<file path="config.mk">
export PLATFORM = sky130hd
export DESIGN_NAME = minhash_signature_generator
export DESIGN_NICKNAME = d
export VERILOG_FILES = /design/src/mhsg_pkg.sv /design/src/mhsg_hash_pipe.sv /design/src/minhash_signature_generator.sv
export VERILOG_INCLUDE_DIRS = /design/src /design/src/src
export SDC_FILE = /design/constraint.sdc
export NUM_CORES = 2
export LEC_CHECK = 0
export ABC_AREA = 1
export BUFFER_PORTS_ARGS = -buffer_cell sky130_fd_sc_hd__buf_2
export CAP_MARGIN = 5
export CORE_MARGIN = 4
export CORE_UTILIZATION = 30
export CTS_BUF_LIST = sky130_fd_sc_hd__clkbuf_4 sky130_fd_sc_hd__clkbuf_8 sky130_fd_sc_hd__clkbuf_16
export DETAILED_ROUTE_END_ITERATION = 12
export HOLD_SLACK_MARGIN = 0.05
export RECOVER_POWER = 25
export REMOVE_ABC_BUFFERS = 1
export SLEW_MARGIN = 15
export SYNTH_ARGS = -nofsm -noshare
export SYNTH_HDL_FRONTEND = slang
export SYNTH_HIERARCHICAL = 1
export SYNTH_SLANG_ARGS = --single-unit
</file>
<file path="constraint.sdc">
create_clock -name clk -period 8.7 [get_ports clk]
set_input_delay 0.87 -clock clk [delete_from_list [all_inputs] [get_ports clk]]
set_output_delay 0.87 -clock clk [all_outputs]
set_load 0.01 [all_outputs]
</file>
<file path="src/minhash_signature_generator_assert.svh">
// Assertion macros for the minhash signature generator.
// Depends on nothing; included by the top level, which asserts.
`ifndef MINHASH_SIGNATURE_GENERATOR_ASSERT_SVH
`define MINHASH_SIGNATURE_GENERATOR_ASSERT_SVH

// Condition a implies condition b in the same cycle.
`define MHSG_ASSERT_SAME(label, clk, rst, a, b) \
  label: assert property (@(posedge clk) disable iff (rst) (a) |-> (b)) \
    else $error("%m: same-cycle check failed");

// Condition a implies condition b in the next cycle.
`define MHSG_ASSERT_NEXT(label, clk, rst, a, b) \
  label: assert property (@(posedge clk) disable iff (rst) (a) |=> (b)) \
    else $error("%m: next-cycle check failed");

`endif

</file>
<file path="src/mhsg_pkg.sv">
// Shared types and constants for the minhash signature generator.
// No dependencies; imported by mhsg_hash_pipe and the top level.
`default_nettype none

package mhsg_pkg;

  localparam int HASH_W       = 32;
  localparam int COUNT_W      = 7;
  localparam int FUNC_W       = 6;
  localparam int CFG_INDEX_W  = 2;
  localparam int MH_MAX_HASHES = 64;

  localparam logic [HASH_W-1:0] MIX1_MULT = 32'h045d_9f3b;
  localparam logic [HASH_W-1:0] MIX2_MULT = 32'h27d4_eb2d;
  localparam logic [HASH_W-1:0] MIX2_XOR  = 32'd61;

  // Configuration register indexes
  localparam logic [CFG_INDEX_W-1:0] REG_SEED       = 2'd0;
  localparam logic [CFG_INDEX_W-1:0] REG_HASH_COUNT = 2'd1;

  // Pair of base hashes handed from the hash pipe to the expander
  typedef struct packed {
    logic [HASH_W-1:0] h1;
    logic [HASH_W-1:0] h2;
  } mhsg_hash_t;

endpackage

`default_nettype wire

</file>
<file path="src/mhsg_hash_pipe.sv">
// Three-stage pipeline: key forming, then both 32-bit integer mixers.
// Depends on mhsg_pkg.
`default_nettype none

module mhsg_hash_pipe
  import mhsg_pkg::*;
(
  input  wire logic              clk,
  input  wire logic              rst,
  input  wire logic [HASH_W-1:0] seed,
  input  wire logic              in_valid,
  output logic                   in_ready,
  input  wire logic [HASH_W-1:0] shingle_index,
  output logic                   out_valid,
  input  wire logic              out_ready,
  output mhsg_hash_t             out_hash
);

  logic              v1, v2, v3;
  logic              ready1, ready2, ready3;
  logic [HASH_W-1:0] key;
  logic [HASH_W-1:0] m1a, w2;
  logic [HASH_W-1:0] m1b, w3;

  logic [HASH_W-1:0] key_x, w_t, w_u;

  always_comb begin
    ready3 = !v3 || out_ready;
    ready2 = !v2 || ready3;
    ready1 = !v1 || ready2;
  end

  assign in_ready = ready1;

  always_comb begin
    key_x = (key >> 16) ^ key;
    w_t   = (key ^ MIX2_XOR) ^ (key >> 16);
    w_u   = w_t + (w_t << 3);
  end

  always_ff @(posedge clk) begin
    if (rst) begin
      v1 <= 1'b0;
      v2 <= 1'b0;
      v3 <= 1'b0;
    end else begin
      if (ready1) v1 <= in_valid;
      if (ready2) v2 <= v1;
      if (ready3) v3 <= v2;
    end
  end

  always_ff @(posedge clk) begin
    if (ready1 && in_valid) begin
      key <= shingle_index + HASH_W'(1) + seed;
    end
    if (ready2 && v1) begin
      m1a <= key_x * MIX1_MULT;
      w2  <= w_u ^ (w_u >> 4);
    end
    if (ready3 && v2) begin
      m1b <= ((m1a >> 16) ^ m1a) * MIX1_MULT;
      w3  <= w2 * MIX2_MULT;
    end
  end

  assign out_valid   = v3;
  assign out_hash.h1 = (m1b >> 16) ^ m1b;
  assign out_hash.h2 = w3 ^ (w3 >> 15);

endmodule

`default_nettype wire

</file>
<file path="src/minhash_signature_generator.sv">
// MinHash signature generator. Each shingle_index transfer yields the effective
// hash count (hash_count, with 0 read as 1 and values above MAX_HASHES read as
// MAX_HASHES) result transfers, one per cycle while out_stall is low,
// function_index 0 upward and last on the final one. The first result passes
// through the key register, the two multiplier stages of the mixers and then
// the expander's output register before it is presented. The three-stage hash pipe
// takes inputs every cycle until it fills; sustained, the single expander output
// register sets the pace: it takes the next item only as the last result of the
// current one transfers, and it steps h1 + (j+1)*h2 + j*j by adding h2 + 2j + 1.
// Depends on mhsg_pkg, mhsg_hash_pipe and the assertion macro header.
`default_nettype none

`include "minhash_signature_generator_assert.svh"

module minhash_signature_generator
  import mhsg_pkg::*;
#(
  parameter int MAX_HASHES = MH_MAX_HASHES
) (
  input  wire logic                   clk,
  input  wire logic                   rst,
  input  wire logic                   cfg_write,
  input  wire logic [CFG_INDEX_W-1:0] cfg_index,
  input  wire logic [HASH_W-1:0]      cfg_data,
  input  wire logic                   in_valid,
  output logic                        in_stall,
  input  wire logic [HASH_W-1:0]      shingle_index,
  output logic                        out_valid,
  input  wire logic                   out_stall,
  output logic [HASH_W-1:0]           hash_value,
  output logic [FUNC_W-1:0]           function_index,
  output logic                        last
);

  logic [HASH_W-1:0]  seed;
  logic [COUNT_W-1:0] hash_count;
  logic [COUNT_W-1:0] n_eff;

  logic               pipe_in_ready;
  logic               pipe_valid;
  logic               pipe_ready;
  mhsg_hash_t         pipe_hash;

  logic               busy;
  logic [HASH_W-1:0]  acc;
  logic [HASH_W-1:0]  h2;
  logic [FUNC_W-1:0]  j;
  logic               is_last;

  logic               out_xfer;
  logic               load;
  logic [COUNT_W-1:0] j_wide;
  logic [HASH_W-1:0]  odd_step;

  always_ff @(posedge clk) begin
    if (rst) begin
      seed       <= '0;
      hash_count <= COUNT_W'(1);
    end else if (cfg_write) begin
      case (cfg_index)
        REG_SEED:       seed       <= cfg_data;
        REG_HASH_COUNT: hash_count <= cfg_data[COUNT_W-1:0];
        default: ;
      endcase
    end
  end

  always_comb begin
    if (hash_count == '0) begin
      n_eff = COUNT_W'(1);
    end else if (hash_count > COUNT_W'(MAX_HASHES)) begin
      n_eff = COUNT_W'(MAX_HASHES);
    end else begin
      n_eff = hash_count;
    end
  end

  mhsg_hash_pipe u_hash_pipe (
    .clk           (clk),
    .rst           (rst),
    .seed          (seed),
    .in_valid      (in_valid),
    .in_ready      (pipe_in_ready),
    .shingle_index (shingle_index),
    .out_valid     (pipe_valid),
    .out_ready     (pipe_ready),
    .out_hash      (pipe_hash)
  );

  assign in_stall = !pipe_in_ready;

  always_comb begin
    out_xfer   = busy && !out_stall;
    pipe_ready = !busy || (out_xfer && is_last);
    load       = pipe_ready && pipe_valid;
    j_wide     = {1'b0, j};
    // 2j + 1 for the step from j to j + 1
    odd_step   = HASH_W'({j_wide[COUNT_W-2:0], 1'b1});
  end

  always_ff @(posedge clk) begin
    if (rst) begin
      busy <= 1'b0;
    end else if (load) begin
      busy <= 1'b1;
    end else if (out_xfer && is_last) begin
      busy <= 1'b0;
    end
  end

  always_ff @(posedge clk) begin
    if (load) begin
      acc     <= pipe_hash.h1 + pipe_hash.h2;
      h2      <= pipe_hash.h2;
      j       <= '0;
      is_last <= (n_eff == COUNT_W'(1));
    end else if (out_xfer) begin
      // advance to the next derived function
      acc     <= acc + h2 + odd_step;
      j       <= j + FUNC_W'(1);
      is_last <= ((j_wide + COUNT_W'(2)) == n_eff);
    end
  end

  assign out_valid      = busy;
  assign hash_value     = acc;
  assign function_index = j;
  assign last           = is_last;

  `MHSG_ASSERT_SAME(a_last_at_count, clk, rst, out_valid && last,
                    ({1'b0, function_index} + COUNT_W'(1)) == n_eff)
  `MHSG_ASSERT_SAME(a_index_in_range, clk, rst, out_valid,
                    ({1'b0, function_index} < n_eff))
  `MHSG_ASSERT_NEXT(a_index_steps, clk, rst, out_valid && !out_stall && !last,
                    out_valid && (function_index == $past(function_index) + FUNC_W'(1)))

endmodule

`default_nettype wire

</file>
==> impl_metrics.env <==
export IMPL_status="complete, but fails checks"
export IMPL_violations="max-capacitance violations, max-slew violations"
export IMPL_critPathMaxStageDelay_ns=0.77
export IMPL_synthToLayoutAreaGrowth_pct=8.70
export IMPL_layout_common_cells="inv_1 (1629), nand2_1 (1032), ha_1 (673)"
export IMPL_synth_edff_count=225
export IMPL_holdCritPathClass="reg -> reg"
export IMPL_cts_sinks=274
export IMPL_synth_flop_cell="edfxtp_1"
export IMPL_io_pin_count=112
export IMPL_tightestPinTransition_ns=3.34
export IMPL_synth_compound_area_share_pct=5.32
export IMPL_yosys_area_share_simple_pct=14.6
export IMPL_ys_seq_elements=274
export IMPL_final_common_cell="inv_1"
export IMPL_finalSetupViolCount=0
export IMPL_ctsHoldBuffers=0
export IMPL_ant_nets=0
export IMPL_maxSlewViolCount=133
export IMPL_grt_pass1_wl_um=216000
export IMPL_overflow=0
export IMPL_yosys_warnings=6
export IMPL_clk_path_buf_depth=3
export IMPL_hold_violations=0
export IMPL_cp_end_kind="register"
export IMPL_drt_iter0_drc=2284
export IMPL_crit_chain="ha_1, xor2_1, ha_1, or2_2, fa_1, fa_1, fa_1, inv_1, fa_1, inv_1, fa_1, inv_1, fa_1, inv_1, ha_1, nand2_1, nor3_1, nand4_1, nand3_1, nand3_1, nand2_1, xor2_1"
export IMPL_r2r_cells=22
export IMPL_place_gp_congestion=0.984
export IMPL_syn_area_per_cell_um2=8.34
export IMPL_grt_max_degree=70
export IMPL_critical_path_depth=22
export IMPL_cp_top_family="adder cells"
export IMPL_clkLatencyLatePin_ns=0.57
export IMPL_drt_first_pass_iters=5
export IMPL_via_per_inst=4.53
export IMPL_io_buffers=111
export IMPL_nets=7208
export IMPL_critical_path_required_ns=9.09
export IMPL_synth_xor_area_share_pct=5.19
export IMPL_die_h_um=406
export IMPL_start_kind="register"
export IMPL_wl_um=137000
export IMPL_post_cts_buffers=0
export IMPL_vias=35800
export IMPL_cts_htree_levels=2
export IMPL_grt_pass1_vias=37800
export IMPL_r2r_start="u_hash_pipe/w2[2]"
export IMPL_drc=0
export IMPL_std_cell_rows=145
export IMPL_post_drt_wl_per_cell_um=17.4
export IMPL_clk_pin_slew_ns=0.07
export IMPL_critical_path_most_common_cell="fa_1"
export IMPL_max_cap_violations=3
export IMPL_period_share_pct=82.3
export IMPL_synth_area_um2=47600
export IMPL_finClkSkew_ns=0.0278
export IMPL_synthCells=5701
export IMPL_core_um2=157000
export IMPL_rsz0062_at_grt="false"
export IMPL_fmax_ghz=0.140
export IMPL_synth_mux_area_share_pct=0
export IMPL_hpwlAfterDp_um=122000
export IMPL_drive_gt1_share_pct=3.92
export IMPL_r2r_end="u_hash_pipe/w3[24]"
export IMPL_final_setup_tns_ns=0
export IMPL_cts_root_buf="clkbuf_16"
export IMPL_min_to="hash_count[0]"
export IMPL_synth_distinct_cells=51
export IMPL_fp_dieArea_um2=165000
export IMPL_seq_area_frac_synth_pct=16.3
export IMPL_synth_adder_area_share_pct=45.0
export IMPL_slowest_stage="edfxtp_1"
export IMPL_rrSetupSlack_ns=1.54
export IMPL_cp_arrival_ns=7.55
export IMPL_cts_tree="yes"
export IMPL_cts_buffers=36
export IMPL_synth_top_family_by_area="adder cells"
export IMPL_n_fill_cell=16400
export IMPL_holdCritStartpoint="hash_count[0]"
export IMPL_track_usage_pct=16.9
export IMPL_post_route_min_period_ns=7.16
export IMPL_die_width_um=406
export IMPL_slew_headroom_pct=-123
export IMPL_antenna_found_initial=2
export IMPL_worst_path_buf_inv=4
export IMPL_async_reset_ff_share_pct=0
export IMPL_start_util_pct=30.3
export IMPL_critPathMaxFanout=11
export IMPL_crit_type="reg -> reg"
export IMPL_holdPathStages=2
export IMPL_post_cts_resized=0
logic make-up after synthesis:
logic type,after synthesis
AND/OR/NAND/NOR,1689
buffers and inverters,1684
adder cells (fa/ha/maj),1322
AO/OA/AOI/OAI,451
XOR/XNOR,281
flip-flops,274
layout make-up:
class	count	area (um2)	area share (%)
Timing Repair Buffer	128	644	1.25
Inverter	1632	6130	11.9
Sequential cell	274	7740	15.0
Antenna cell	1	2.50	0.00484
Multi-Input combinational cell	3743	33400	64.6
Clock buffer	43	995	1.92
Tap cell	2058	2570	4.98
Clock inverter	23	239	0.462
per-stage QoR:
step	area, um2	std cells	util (%)	worst slack, ns	hold WS [ns]
global route	51700	7901	32.9	1.24	0.514
detailed placement	50500	7835	32.2	1.53	0.490
finish	51700	7902	32.9	1.54	0.504
floorplan	47200	5649	-	2.51	0.450
global placement	50500	7835	32.2	1.57	0.475
CTS	51700	7901	33.0	1.50	0.488
sequential cells by signal, indices dropped and copies added (netlist names), 6 cells and up:
name / count
hash_count: 7
u_hash_pipe/m1b: 32
seed: 32
u_hash_pipe/m1a: 32
u_hash_pipe/w3: 32
function_index: 6
u_hash_pipe/key: 32
hash_value: 32
u_hash_pipe/w2: 32
h2: 32
layer usage:
| metal | GRT usage [%] | wire length, um | up-vias |
|---|---|---|---|
| met1 | 22.7 | 61600 | 17200 |
| li1 | - | - | 17500 |
| met5 | 0 | 13 | - |
| met3 | 2.05 | 6960 | 205 |
| met4 | 4.49 | 4160 | 2 |
| met2 | 28.8 | 64700 | 863 |
synthesized netlist by cell type, types with 4 or more instances:
master | n | area [um2]
nand3_1 | 197 | 986
nor2_1 | 324 | 1220
xor2_1 | 179 | 1570
nand2_1 | 1031 | 3870
o21ai_2 | 4 | 35.0
buf_2 | 10 | 50.1
nand3_2 | 5 | 50.1
nand4_1 | 31 | 194
edfxtp_1 | 225 | 6760
fa_1 | 649 | 13000
nor3_1 | 25 | 125
o21ai_1 | 8 | 40.0
a211oi_1 | 5 | 37.5
clkbuf_1 | 9 | 33.8
nor4_1 | 6 | 37.5
o21a_1 | 8 | 60.1
o21ai_0 | 139 | 696
xnor2_1 | 101 | 885
or2_2 | 10 | 62.6
nor2_2 | 7 | 43.8
nand3b_1 | 18 | 135
dfxtp_1 | 49 | 981
ha_1 | 673 | 8420
and3_1 | 5 | 31.3
a21oi_1 | 200 | 1000
o21bai_1 | 20 | 150
nand2_2 | 21 | 131
o211ai_1 | 6 | 45.0
buf_4 | 33 | 248
inv_1 | 1630 | 6120
a21boi_0 | 4 | 30.0
a31oi_1 | 19 | 119
a21o_1 | 17 | 128
worst max path at each step:
stage | start | endpoint | slack (ns)
CTS | u_hash_pipe/w2[2] | u_hash_pipe/w3[24] | 1.50
detailed placement | u_hash_pipe/w2[2] | u_hash_pipe/w3[24] | 1.53
global placement | u_hash_pipe/w2[2] | u_hash_pipe/w3[24] | 1.57
floorplan | u_hash_pipe/w2[2] | u_hash_pipe/w3[30] | 2.51
global route | u_hash_pipe/w2[7] | u_hash_pipe/w3[24] | 1.24
finish | u_hash_pipe/w2[2] | u_hash_pipe/w3[24] | 1.54
tightest hold or removal path, cell delays in order, from the launching register on:
cell,delay [ns]
dfxtp_1,0.33
nand2_1,0.07
nand3_1,0.06
Power is left out: the tool's default activity adds up to more than one toggle a clock period on the data nets, which glitch-free logic cannot reach.
